### src/hw/rtl/b64d_pkg.sv
`timescale 1ns / 1ps
// ----------------------------------------------------------------------------
// b64d_pkg
// Shared types, constants and the alphabet lookup for the base64 decoder.
// ----------------------------------------------------------------------------
package b64d_pkg;

    // Default depth of the job queue between front and back
    localparam int unsigned FIFO_DEPTH = 4;

    // Alphabet offsets and special characters
    localparam logic [5:0] SEXTET_LOWER_BASE = 6'd26;
    localparam logic [5:0] SEXTET_DIGIT_BASE = 6'd52;
    localparam logic [5:0] SEXTET_PLUS       = 6'd62;
    localparam logic [5:0] SEXTET_SLASH      = 6'd63;
    localparam logic [7:0] CHAR_PAD          = 8'h3D;   // '='
    localparam logic [7:0] CHAR_PLUS         = 8'h2B;   // '+'
    localparam logic [7:0] CHAR_SLASH        = 8'h2F;   // '/'
    localparam logic [7:0] CHAR_UPPER_A      = 8'h41;
    localparam logic [7:0] CHAR_UPPER_Z      = 8'h5A;
    localparam logic [7:0] CHAR_LOWER_A      = 8'h61;
    localparam logic [7:0] CHAR_LOWER_Z      = 8'h7A;
    localparam logic [7:0] CHAR_DIGIT_0      = 8'h30;
    localparam logic [7:0] CHAR_DIGIT_9      = 8'h39;

    // Input beat
    typedef struct packed {
        logic [7:0] char_in;
        logic       is_final;
    } t_in_beat;

    // Output beat
    typedef struct packed {
        logic [7:0] data_byte;
        logic       byte_valid;
        logic       message_end;
        logic       decode_error;
    } t_out_beat;

    // One queued job: up to three bytes, sent most significant first
    typedef struct packed {
        logic [23:0] word;
        logic [1:0]  num_results;   // 1..3
        logic        has_data;      // 0: single empty end-of-message beat
        logic        msg_end;
        logic        err;
    } t_job;

    // Sextet lookup result
    typedef struct packed {
        logic       valid;
        logic [5:0] value;
    } t_sextet;

    function automatic t_sextet sextet_of(input logic [7:0] c);
        t_sextet s;
        s.valid = 1'b1;
        s.value = '0;
        if (c >= CHAR_UPPER_A && c <= CHAR_UPPER_Z) begin
            s.value = 6'(c - CHAR_UPPER_A);
        end else if (c >= CHAR_LOWER_A && c <= CHAR_LOWER_Z) begin
            s.value = 6'(c - CHAR_LOWER_A) + SEXTET_LOWER_BASE;
        end else if (c >= CHAR_DIGIT_0 && c <= CHAR_DIGIT_9) begin
            s.value = 6'(c - CHAR_DIGIT_0) + SEXTET_DIGIT_BASE;
        end else if (c == CHAR_PLUS) begin
            s.value = SEXTET_PLUS;
        end else if (c == CHAR_SLASH) begin
            s.value = SEXTET_SLASH;
        end else begin
            s.valid = 1'b0;
        end
        return s;
    endfunction

endpackage

### src/hw/rtl/base64_stream_decoder_core.sv
`timescale 1ns / 1ps
// ----------------------------------------------------------------------------
// base64_stream_decoder_core
// Streaming base64 decoder: front classifies characters, back emits bytes.
// ----------------------------------------------------------------------------
// Throughput: one character per cycle while the job queue is not full; the back
// sends one beat per cycle while a job is queued and the output is not stalled.
// A job's beats pass through the job queue and then the output register; a full quad sends three beats in order.
// Input stall rises only while the job queue (P_FIFO_DEPTH jobs) is full.
// Reset (synchronous, active low) clears quad state, queue and output valid.
// ----------------------------------------------------------------------------
module base64_stream_decoder_core #(
    parameter int unsigned P_FIFO_DEPTH = b64d_pkg::FIFO_DEPTH
) (
    input  logic                i_clk,
    input  logic                i_rst_n,
    input  logic                i_in_valid,
    output logic                o_in_stall,
    input  b64d_pkg::t_in_beat  i_in_data,
    output logic                o_out_valid,
    input  logic                i_out_stall,
    output b64d_pkg::t_out_beat o_out_data
);
    import b64d_pkg::*;

    logic push;
    logic pop;
    logic fifo_empty;
    logic fifo_full;
    t_job job_in;
    t_job job_head;

    b64d_front u_front (
        .i_clk       (i_clk),
        .i_rst_n     (i_rst_n),
        .i_in_valid  (i_in_valid),
        .o_in_stall  (o_in_stall),
        .i_in_data   (i_in_data),
        .i_fifo_full (fifo_full),
        .o_push      (push),
        .o_job       (job_in)
    );

    b64d_job_fifo #(
        .DEPTH (P_FIFO_DEPTH)
    ) u_fifo (
        .i_clk   (i_clk),
        .i_rst_n (i_rst_n),
        .i_push  (push),
        .i_job   (job_in),
        .i_pop   (pop),
        .o_head  (job_head),
        .o_empty (fifo_empty),
        .o_full  (fifo_full)
    );

    b64d_back u_back (
        .i_clk       (i_clk),
        .i_rst_n     (i_rst_n),
        .i_head      (job_head),
        .i_empty     (fifo_empty),
        .o_pop       (pop),
        .o_out_valid (o_out_valid),
        .i_out_stall (i_out_stall),
        .o_out_data  (o_out_data)
    );

endmodule

### src/hw/rtl/b64d_front.sv
`timescale 1ns / 1ps
// ----------------------------------------------------------------------------
// b64d_front
// Accepts characters, classifies them, tracks quad state and pushes jobs.
// ----------------------------------------------------------------------------
module b64d_front (
    input  logic               i_clk,
    input  logic               i_rst_n,
    input  logic               i_in_valid,
    output logic               o_in_stall,
    input  b64d_pkg::t_in_beat i_in_data,
    input  logic               i_fifo_full,
    output logic               o_push,
    output b64d_pkg::t_job     o_job
);
    import b64d_pkg::*;

    logic [1:0]  r_qpos,   n_qpos;
    logic [1:0]  r_cnt,    n_cnt;
    logic [17:0] r_acc,    n_acc;
    logic        r_halted, n_halted;
    logic        r_err,    n_err;

    logic        accept;
    logic        emit;
    t_sextet     sx;
    logic [23:0] acc_shift;
    t_job        job;

    assign o_in_stall = i_fifo_full;
    assign accept     = i_in_valid && !i_fifo_full;
    assign sx         = sextet_of(i_in_data.char_in);
    assign acc_shift  = {r_acc, sx.value};

    // Classify the character and build the job
    always_comb begin
        n_qpos   = r_qpos;
        n_cnt    = r_cnt + 2'd1;
        n_acc    = r_acc;
        n_halted = r_halted;
        n_err    = r_err;
        emit     = 1'b0;
        job      = '0;

        if (!r_halted) begin
            if (sx.valid) begin
                if (r_qpos == 2'd3) begin
                    job.word        = acc_shift;
                    job.num_results = 2'd3;
                    job.has_data    = 1'b1;
                    emit            = 1'b1;
                    n_qpos          = '0;
                    n_acc           = '0;
                end else begin
                    n_qpos = r_qpos + 2'd1;
                    n_acc  = acc_shift[17:0];
                end
            end else if (i_in_data.char_in == CHAR_PAD) begin
                if (r_qpos == 2'd2) begin
                    job.word        = {r_acc[11:0], 12'd0};
                    job.num_results = 2'd1;
                    job.has_data    = 1'b1;
                    emit            = 1'b1;
                end else if (r_qpos == 2'd3) begin
                    job.word        = {r_acc, 6'd0};
                    job.num_results = 2'd2;
                    job.has_data    = 1'b1;
                    emit            = 1'b1;
                end
                n_halted = 1'b1;
            end else begin
                n_err    = 1'b1;
                n_halted = 1'b1;
            end
        end

        // End of message: close out and clear state
        if (i_in_data.is_final) begin
            if (!emit) begin
                job.word        = '0;
                job.num_results = 2'd1;
                job.has_data    = 1'b0;
            end
            emit        = 1'b1;
            job.msg_end = 1'b1;
            job.err     = n_err || (n_cnt != 2'd0);
            n_qpos      = '0;
            n_cnt       = '0;
            n_acc       = '0;
            n_halted    = 1'b0;
            n_err       = 1'b0;
        end
    end

    assign o_push = accept && emit;
    assign o_job  = job;

    // State registers
    always_ff @(posedge i_clk) begin
        if (!i_rst_n) begin
            r_qpos   <= '0;
            r_cnt    <= '0;
            r_acc    <= '0;
            r_halted <= 1'b0;
            r_err    <= 1'b0;
        end else if (accept) begin
            r_qpos   <= n_qpos;
            r_cnt    <= n_cnt;
            r_acc    <= n_acc;
            r_halted <= n_halted;
            r_err    <= n_err;
        end
    end

endmodule

### src/hw/rtl/b64d_job_fifo.sv
`timescale 1ns / 1ps
// ----------------------------------------------------------------------------
// b64d_job_fifo
// Short register queue of decode jobs between front and back.
// ----------------------------------------------------------------------------
module b64d_job_fifo #(
    parameter int unsigned DEPTH = b64d_pkg::FIFO_DEPTH
) (
    input  logic           i_clk,
    input  logic           i_rst_n,
    input  logic           i_push,
    input  b64d_pkg::t_job i_job,
    input  logic           i_pop,
    output b64d_pkg::t_job o_head,
    output logic           o_empty,
    output logic           o_full
);
    import b64d_pkg::*;

    localparam int unsigned AW = (DEPTH > 1) ? $clog2(DEPTH) : 1;
    localparam int unsigned CW = $clog2(DEPTH + 1);

    t_job          r_mem [DEPTH];
    logic [AW-1:0] r_wr_ptr, n_wr_ptr;
    logic [AW-1:0] r_rd_ptr, n_rd_ptr;
    logic [CW-1:0] r_count,  n_count;

    assign o_empty = (r_count == '0);
    assign o_full  = (r_count == CW'(DEPTH));
    assign o_head  = r_mem[r_rd_ptr];

    // Pointer and count update
    always_comb begin
        n_wr_ptr = r_wr_ptr;
        n_rd_ptr = r_rd_ptr;
        n_count  = r_count;
        if (i_push) begin
            n_wr_ptr = (r_wr_ptr == AW'(DEPTH - 1)) ? '0 : r_wr_ptr + 1'b1;
        end
        if (i_pop) begin
            n_rd_ptr = (r_rd_ptr == AW'(DEPTH - 1)) ? '0 : r_rd_ptr + 1'b1;
        end
        if (i_push && !i_pop) begin
            n_count = r_count + 1'b1;
        end else if (!i_push && i_pop) begin
            n_count = r_count - 1'b1;
        end
    end

    always_ff @(posedge i_clk) begin
        if (!i_rst_n) begin
            r_wr_ptr <= '0;
            r_rd_ptr <= '0;
            r_count  <= '0;
        end else begin
            r_wr_ptr <= n_wr_ptr;
            r_rd_ptr <= n_rd_ptr;
            r_count  <= n_count;
        end
    end

    // Storage
    always_ff @(posedge i_clk) begin
        if (i_push) begin
            r_mem[r_wr_ptr] <= i_job;
        end
    end

endmodule

### src/hw/rtl/b64d_back.sv
`timescale 1ns / 1ps
// ----------------------------------------------------------------------------
// b64d_back
// Splits each queued job into output beats, one per cycle while the output is not stalled, into a register.
// ----------------------------------------------------------------------------
module b64d_back (
    input  logic                i_clk,
    input  logic                i_rst_n,
    input  b64d_pkg::t_job      i_head,
    input  logic                i_empty,
    output logic                o_pop,
    output logic                o_out_valid,
    input  logic                i_out_stall,
    output b64d_pkg::t_out_beat o_out_data
);
    import b64d_pkg::*;

    logic [1:0] r_idx;
    logic       r_out_valid;
    t_out_beat  r_out;
    t_out_beat  n_out;
    logic       load;
    logic       last_of_job;

    assign load        = !i_empty && (!r_out_valid || !i_out_stall);
    assign last_of_job = (r_idx == i_head.num_results - 2'd1);
    assign o_pop       = load && last_of_job;

    // Pick the byte for the current beat
    always_comb begin
        n_out = '0;
        unique case (r_idx)
            2'd0:    n_out.data_byte = i_head.word[23:16];
            2'd1:    n_out.data_byte = i_head.word[15:8];
            default: n_out.data_byte = i_head.word[7:0];
        endcase
        n_out.byte_valid   = i_head.has_data;
        n_out.message_end  = i_head.msg_end && last_of_job;
        n_out.decode_error = i_head.err && i_head.msg_end && last_of_job;
    end

    // Byte index within the job and output valid
    always_ff @(posedge i_clk) begin
        if (!i_rst_n) begin
            r_idx       <= '0;
            r_out_valid <= 1'b0;
        end else if (load) begin
            r_idx       <= last_of_job ? 2'd0 : r_idx + 2'd1;
            r_out_valid <= 1'b1;
        end else if (!i_out_stall) begin
            r_out_valid <= 1'b0;
        end
    end

    // Output payload
    always_ff @(posedge i_clk) begin
        if (load) begin
            r_out <= n_out;
        end
    end

    assign o_out_valid = r_out_valid;
    assign o_out_data  = r_out;

endmodule

### config.mk
export PLATFORM = sky130hd
export DESIGN_NAME = base64_stream_decoder_core
export DESIGN_NICKNAME = d
export VERILOG_FILES = /design/src/hw/rtl/b64d_pkg.sv /design/src/hw/rtl/base64_stream_decoder_core.sv /design/src/hw/rtl/b64d_front.sv /design/src/hw/rtl/b64d_job_fifo.sv /design/src/hw/rtl/b64d_back.sv
export SDC_FILE = /design/constraint.sdc
export NUM_CORES = 1
export LEC_CHECK = 0
export BUFFER_PORTS_ARGS = -buffer_cell sky130_fd_sc_hd__clkbuf_2
export CAP_MARGIN = 10
export CORE_MARGIN = 5
export CORE_UTILIZATION = 50
export CTS_CLUSTER_DIAMETER = 40
export DETAILED_ROUTE_END_ITERATION = 12
export GPL_ROUTABILITY_DRIVEN = 0
export GPL_TIMING_DRIVEN = 1
export PLACE_DENSITY = 0.76
export SLEW_MARGIN = 20
export SYNTH_ARGS = -nofsm -noshare
export SYNTH_HDL_FRONTEND = slang
export SYNTH_SLANG_ARGS = --single-unit
### constraint.sdc
create_clock -name i_clk -period 7.7 [get_ports i_clk]
set_input_delay 1.54 -clock i_clk [delete_from_list [all_inputs] [get_ports i_clk]]
set_output_delay 1.54 -clock i_clk [all_outputs]
set_load 0.05 [all_outputs]
[After elaboration in Yosys (flattened, before gate mapping)]
Memory sizes are Yosys's and may differ from the RTL's. A register that Yosys moved wholly into a read port is not among the register bits.
Index checks and enable logic that the tools add are counted.
Word-level totals
  flip-flop bits (word level): 45
  bits in writable memories: 116
  output and inout bits: 13
  logic and storage cells: 124
  memories: 1
Operators by class
  add/sub/neg operators: 13
  $lt $le $gt $ge: 6
  eq/ne operators: 12
  muxes and demuxes: 52
  reduce and logical (&&, ||, !) cells: 26
Memories
  u_fifo.r_mem: words 4, bits a word 29, rd ports 1, clocked after Yosys merged registers in 1, write ports 1, line b64d_job_fifo.sv:23  | t_job r_mem [DEPTH];
Operator list (number)
  $mux 27: 7
  $mux 18: 4
  $mux 6: 5
  $mux 29: 1
  $eq 8x6->1 const B: 3
  $mux 1: 22
  $mux 2: 10
  $ge 8x7->1 const B: 2
  $le 8x7->1 const B: 2
  $pmux 8 s2: 1
  $logic_and 1x1->1: 12
  $sub 6x6->6 const B: 2
  $add 2x1->2 const B: 5
  $eq 2x2->1 const B: 4
  $ge 8x6->1 const B: 1
  $le 8x6->1 const B: 1
  $add 6x5->6 const B: 1
  $add 6x6->6 const B: 1
  $logic_not 1->1: 6
  $mux 3: 2
  $reduce_bool 2->1: 3
  $sub 6x1->6 const B: 1
  $add 3x1->3 const B: 1
  $eq 3x3->1 const B: 1
  other kinds (10): 11

[Depth between registers and ports, before layout]
  depth in word-level cells: 14
  depth in mapped cells: 15
  depth with buffers taken out: 13

[Modules after synthesis]
A second synthesis with hierarchy kept.
Unflattened totals
  cell total of the unflattened synthesis: 495
  area, all modules: 7278.2 µm²
By module, submodules not included
  b64d_job_fifo: instances 1, cells an instance 195, area each 4650.7 µm², sequential area each 3663.5 µm²
  b64d_front: instances 1, cells an instance 239, area each 1973.1 µm², sequential area each 480.5 µm²
  b64d_back: instances 1, cells an instance 61, area each 654.4 µm², sequential area each 390.4 µm²

[Least setup slack after synthesis]
No wires, ideal clock.
  path kind: input-to-reg
  start: in i_in_data[3] (netlist name)
  end: reg u_fifo.r_count[2]
  library setup time: 0.076 ns
  arrival time: 4.754 ns
  setup slack: 2.870 ns
  stages on the path: 15
  buffers on the path: 2
  cells stage by stage: clkbuf_1 -> inv_1 -> ha_1 -> a21o_1 -> o2111a_1 -> or3_1 -> buf_6 -> and2_4 -> a221oi_4 -> ha_1 -> inv_1 -> fa_1 -> xor2_1 -> or3_1 -> a21boi_0
On the way
  word-level cells in the longest chain between the ends: 13
  elaborated cells on any way between the ends: 27
  those cells by class: order compare (6); eq/ne (3); mux (10); reduce/logical (8)
Ends and longest elaborated chain
  from (decl): line base64_stream_decoder_core.sv:19  | input b64d_pkg::t_in_beat i_in_data,
  parallel branches: the longest is 6 deep, another holds $ge 8x6->1
  $mux 1 (*): line b64d_front.sv:46  | if (sx.valid) begin
  $mux 1 (*): line b64d_front.sv:45  | if (!r_halted) begin
  $mux 1 (*): line b64d_front.sv:78  | if (i_in_data.is_final) begin
  $logic_and 1x1->1 (*): line b64d_front.sv:95  | assign o_push = accept && emit;
  net push: line base64_stream_decoder_core.sv:26  | logic push;
  $logic_not 1->1: line b64d_job_fifo.sv:45  | end else if (!i_push && i_pop) begin
  $logic_and 1x1->1: line b64d_job_fifo.sv:45
  $reduce_bool 2->1 (no line)
  to (signal assigned): line b64d_job_fifo.sv:58  | r_count <= n_count;
  to (decl): line b64d_job_fifo.sv:26  | logic [CW-1:0] r_count, n_count;
Mark *: on every way through the listed nets, which the timed path passes.
A chain may end at the register's enable or synchronous reset.

[Worst setup path in the final report]
Ends and elaborated chain as after synthesis.

==> out/metrics.cfg <==
[synth]
netlist_area_mm2=0.00720
ys_top_cells_by_area=edfxtp_1, dfxtp_1, mux4_2
synth_top_cell_by_area=edfxtp_1
synth_cells=504
synth.top_cell.area_share_pct=53.0
syn_avg_cell_area_um2=14.3
ys_seq_area_share_pct=63.0
synth_enable_flop_cells=127
synth_async_sr_flop_share_pct=0
ys.flop_type=edfxtp_1
yosysWarnings=0
ys_ff_latch=163
synth.most_common_cell=edfxtp_1
synth_cell_type_count=61
synth_commonest_cells=edfxtp_1, dfxtp_1, mux4_2
syn_nets=539

[route]
ant_nets=0
wirelength_um=14300
via_per_inst=6.03
drc_errors=0
drt-wirelength-per-cell_um=19.7
dr.pass1.iters=8
vias=4374
drtIter0Drc=421

[setup_path]
worstPathMaxFanout=13
worstSetupPathType=in2reg
arrival_ns=5.06
critPathCaptureType=register
rrSetupSlack_ns=4.35
required_ns=8.03
crit_path_start_kind=input port

[clock_tree]
cts_resized=0
cts.htree.levels=4
cts_setup_buffers=0
clk_latency_ns=0.41
cts_buffers=17
clk_pin_slew_ns=0.06
cts.path.max_buffers=2
hold_buffers=0
cts-root-buf=clkbuf_16
clock_sinks=163
cts_tree=yes

[timing]
slew_headroom_pct=33.2
finalCritPeriodShare_pct=61.5
finalHoldViolCount=0
clock_skew_ns=0.00779
rsz0062_at_grt=no
drv_slew=0
setup_viol=0
timing.fmax_mhz=211
worstMarginPinSlew_ns=0.992
layout_min_cycle_time_ns=4.73
postLayoutSetupSlackWorst_ns=2.97
fin_tns_setup_ns=0

[worst_hold_path]
hp-class=reg2reg

[place]
place_ws_ns=2.57
numPortBuffers=25
hpwl_um=9320

[flow_run]
cap_violations=0

[floorplanning]
fp.coreArea_mm2=0.0140
io-pin-count=26
rows=43
start_util_pct=51.5
die_height_um=130
dieWidth_um=130
die-area_mm2=0.0169

[global_routing]
track_usage_pct=18.3
grt_max_degree=30
grt_pass1_vias=4352
grt_antenna_before_repair=0
gr-total-overflow=0
grt_pass1_wl_um=23300

[power]
worst_ir_drop_vdd_mv=0.158
powerDensity_mw_per_mm2=303
p_leak_uw=0.00276

[final_layout]
antenna_cells=0
area_delta_synth_final_pct=12.3
final_net_count=567
drive_gt1_share_pct=19.1
fin_util_pct=57.8

[outcome]
status=finished clean

[power breakdown]
group | leakage (uW) | total (uW) | switching (uW) | internal [uW]
logic | 0.00101 | 512 | 326 | 187
registers | 0.00147 | 1100 | 66.9 | 1030
clock network | 0.000287 | 840 | 351 | 489
total | 0.00276 | 2450 | 743 | 1710
[worst max-delay path: stages]
cell,delay [ns]
clkbuf_2,0.23
inv_1,0.14
ha_1,0.30
a21o_1,0.24
o2111a_1,0.13
or3_1,0.45
and2_4,0.26
a221oi_4,0.37
ha_1,0.25
inv_1,0.07
fa_1,0.42
xor2_1,0.18
or3_1,0.30
a21boi_0,0.18
[flip-flops by register name, indices dropped and copies added, names as in the netlist, named ones only]
signal              flops
u_fifo.r_mem          116
u_front.r_acc          18
u_back.o_out_data      11
u_fifo.r_count          3
u_back.r_idx            2
u_fifo.r_rd_ptr         2
u_fifo.r_wr_ptr         2
u_front.r_cnt           2
u_front.r_qpos          2
u_back.o_out_valid      1
u_front.r_err           1
u_front.r_halted        1
[metal layers]
layer / part of all wire (%) / global-route usage (%)
met5: 0 / 0
met3: 5.7 / 3.97
met1: 41 / 23.2
met2: 52 / 31.9
met4: 1.6 / 5.07
[cell type report]
| class | count | area, um^2 |
|---|---|---|
| multi-input cells | 295 | 2470 |
| well taps | 180 | 225 |
| clock inverters | 14 | 170 |
| clock buffers | 18 | 429 |
| inverters | 25 | 93.8 |
| fillers | 1071 | 5900 |
| flip-flops and latches | 163 | 4540 |
| repair buffers | 30 | 163 |
[metrics by stage]
| stage | power [uW] | cells | hold WS (ns) | cell area [um^2] |
|---|---|---|---|---|
| floorplan | 1510 | 504 | 0.449 | 7200 |
| global placement | 1620 | 693 | 0.461 | 7480 |
| detailed placement | 1630 | 693 | 0.466 | 7480 |
| CTS | 2470 | 725 | 0.483 | 8080 |
| global route | 2560 | 725 | 0.505 | 8090 |
| finish | 2450 | 725 | 0.481 | 8090 |
[final timing paths]
path	depth (start not counted)	startpoint	end
worst max-delay path	14	i_in_data[3]	u_fifo.r_count[2]
worst min-delay path	2	u_back.o_out_valid	u_back.o_out_valid
worst max register to register	10	register	u_fifo.r_count[2]
worst min register to register	2	u_back.o_out_valid	u_back.o_out_valid
[logic make-up (layout without fill, tap and decap cells)]
logic type                 count (synthesis)  count (layout)  share of synthesized area [%]
AOI/OAI and AO/OA                        103             103                           10.3
xor gates and xnor gates                   4               4                          0.487
and+or+nand+nor                          132             132                           9.79
DFF                                      163             163                           63.0
adders and majority gates                 22              22                           3.93
buffers and inverters                     46              87                           2.75
muxes                                     34              34                           9.77
[cell usage in the layout (no fill, tap or decap), types with 14 or more instances in the layout]
master and n:
o21ai_0 17, clkbuf_16 17, ha_1 21, dfxtp_1 35
nand2_1 26, nand3_1 23, clkbuf_2 25, a21oi_1 28
and2_1 14, nor2_1 18, mux4_2 29, inv_1 25
edfxtp_1 127
(Power assumes the default switching activity.)
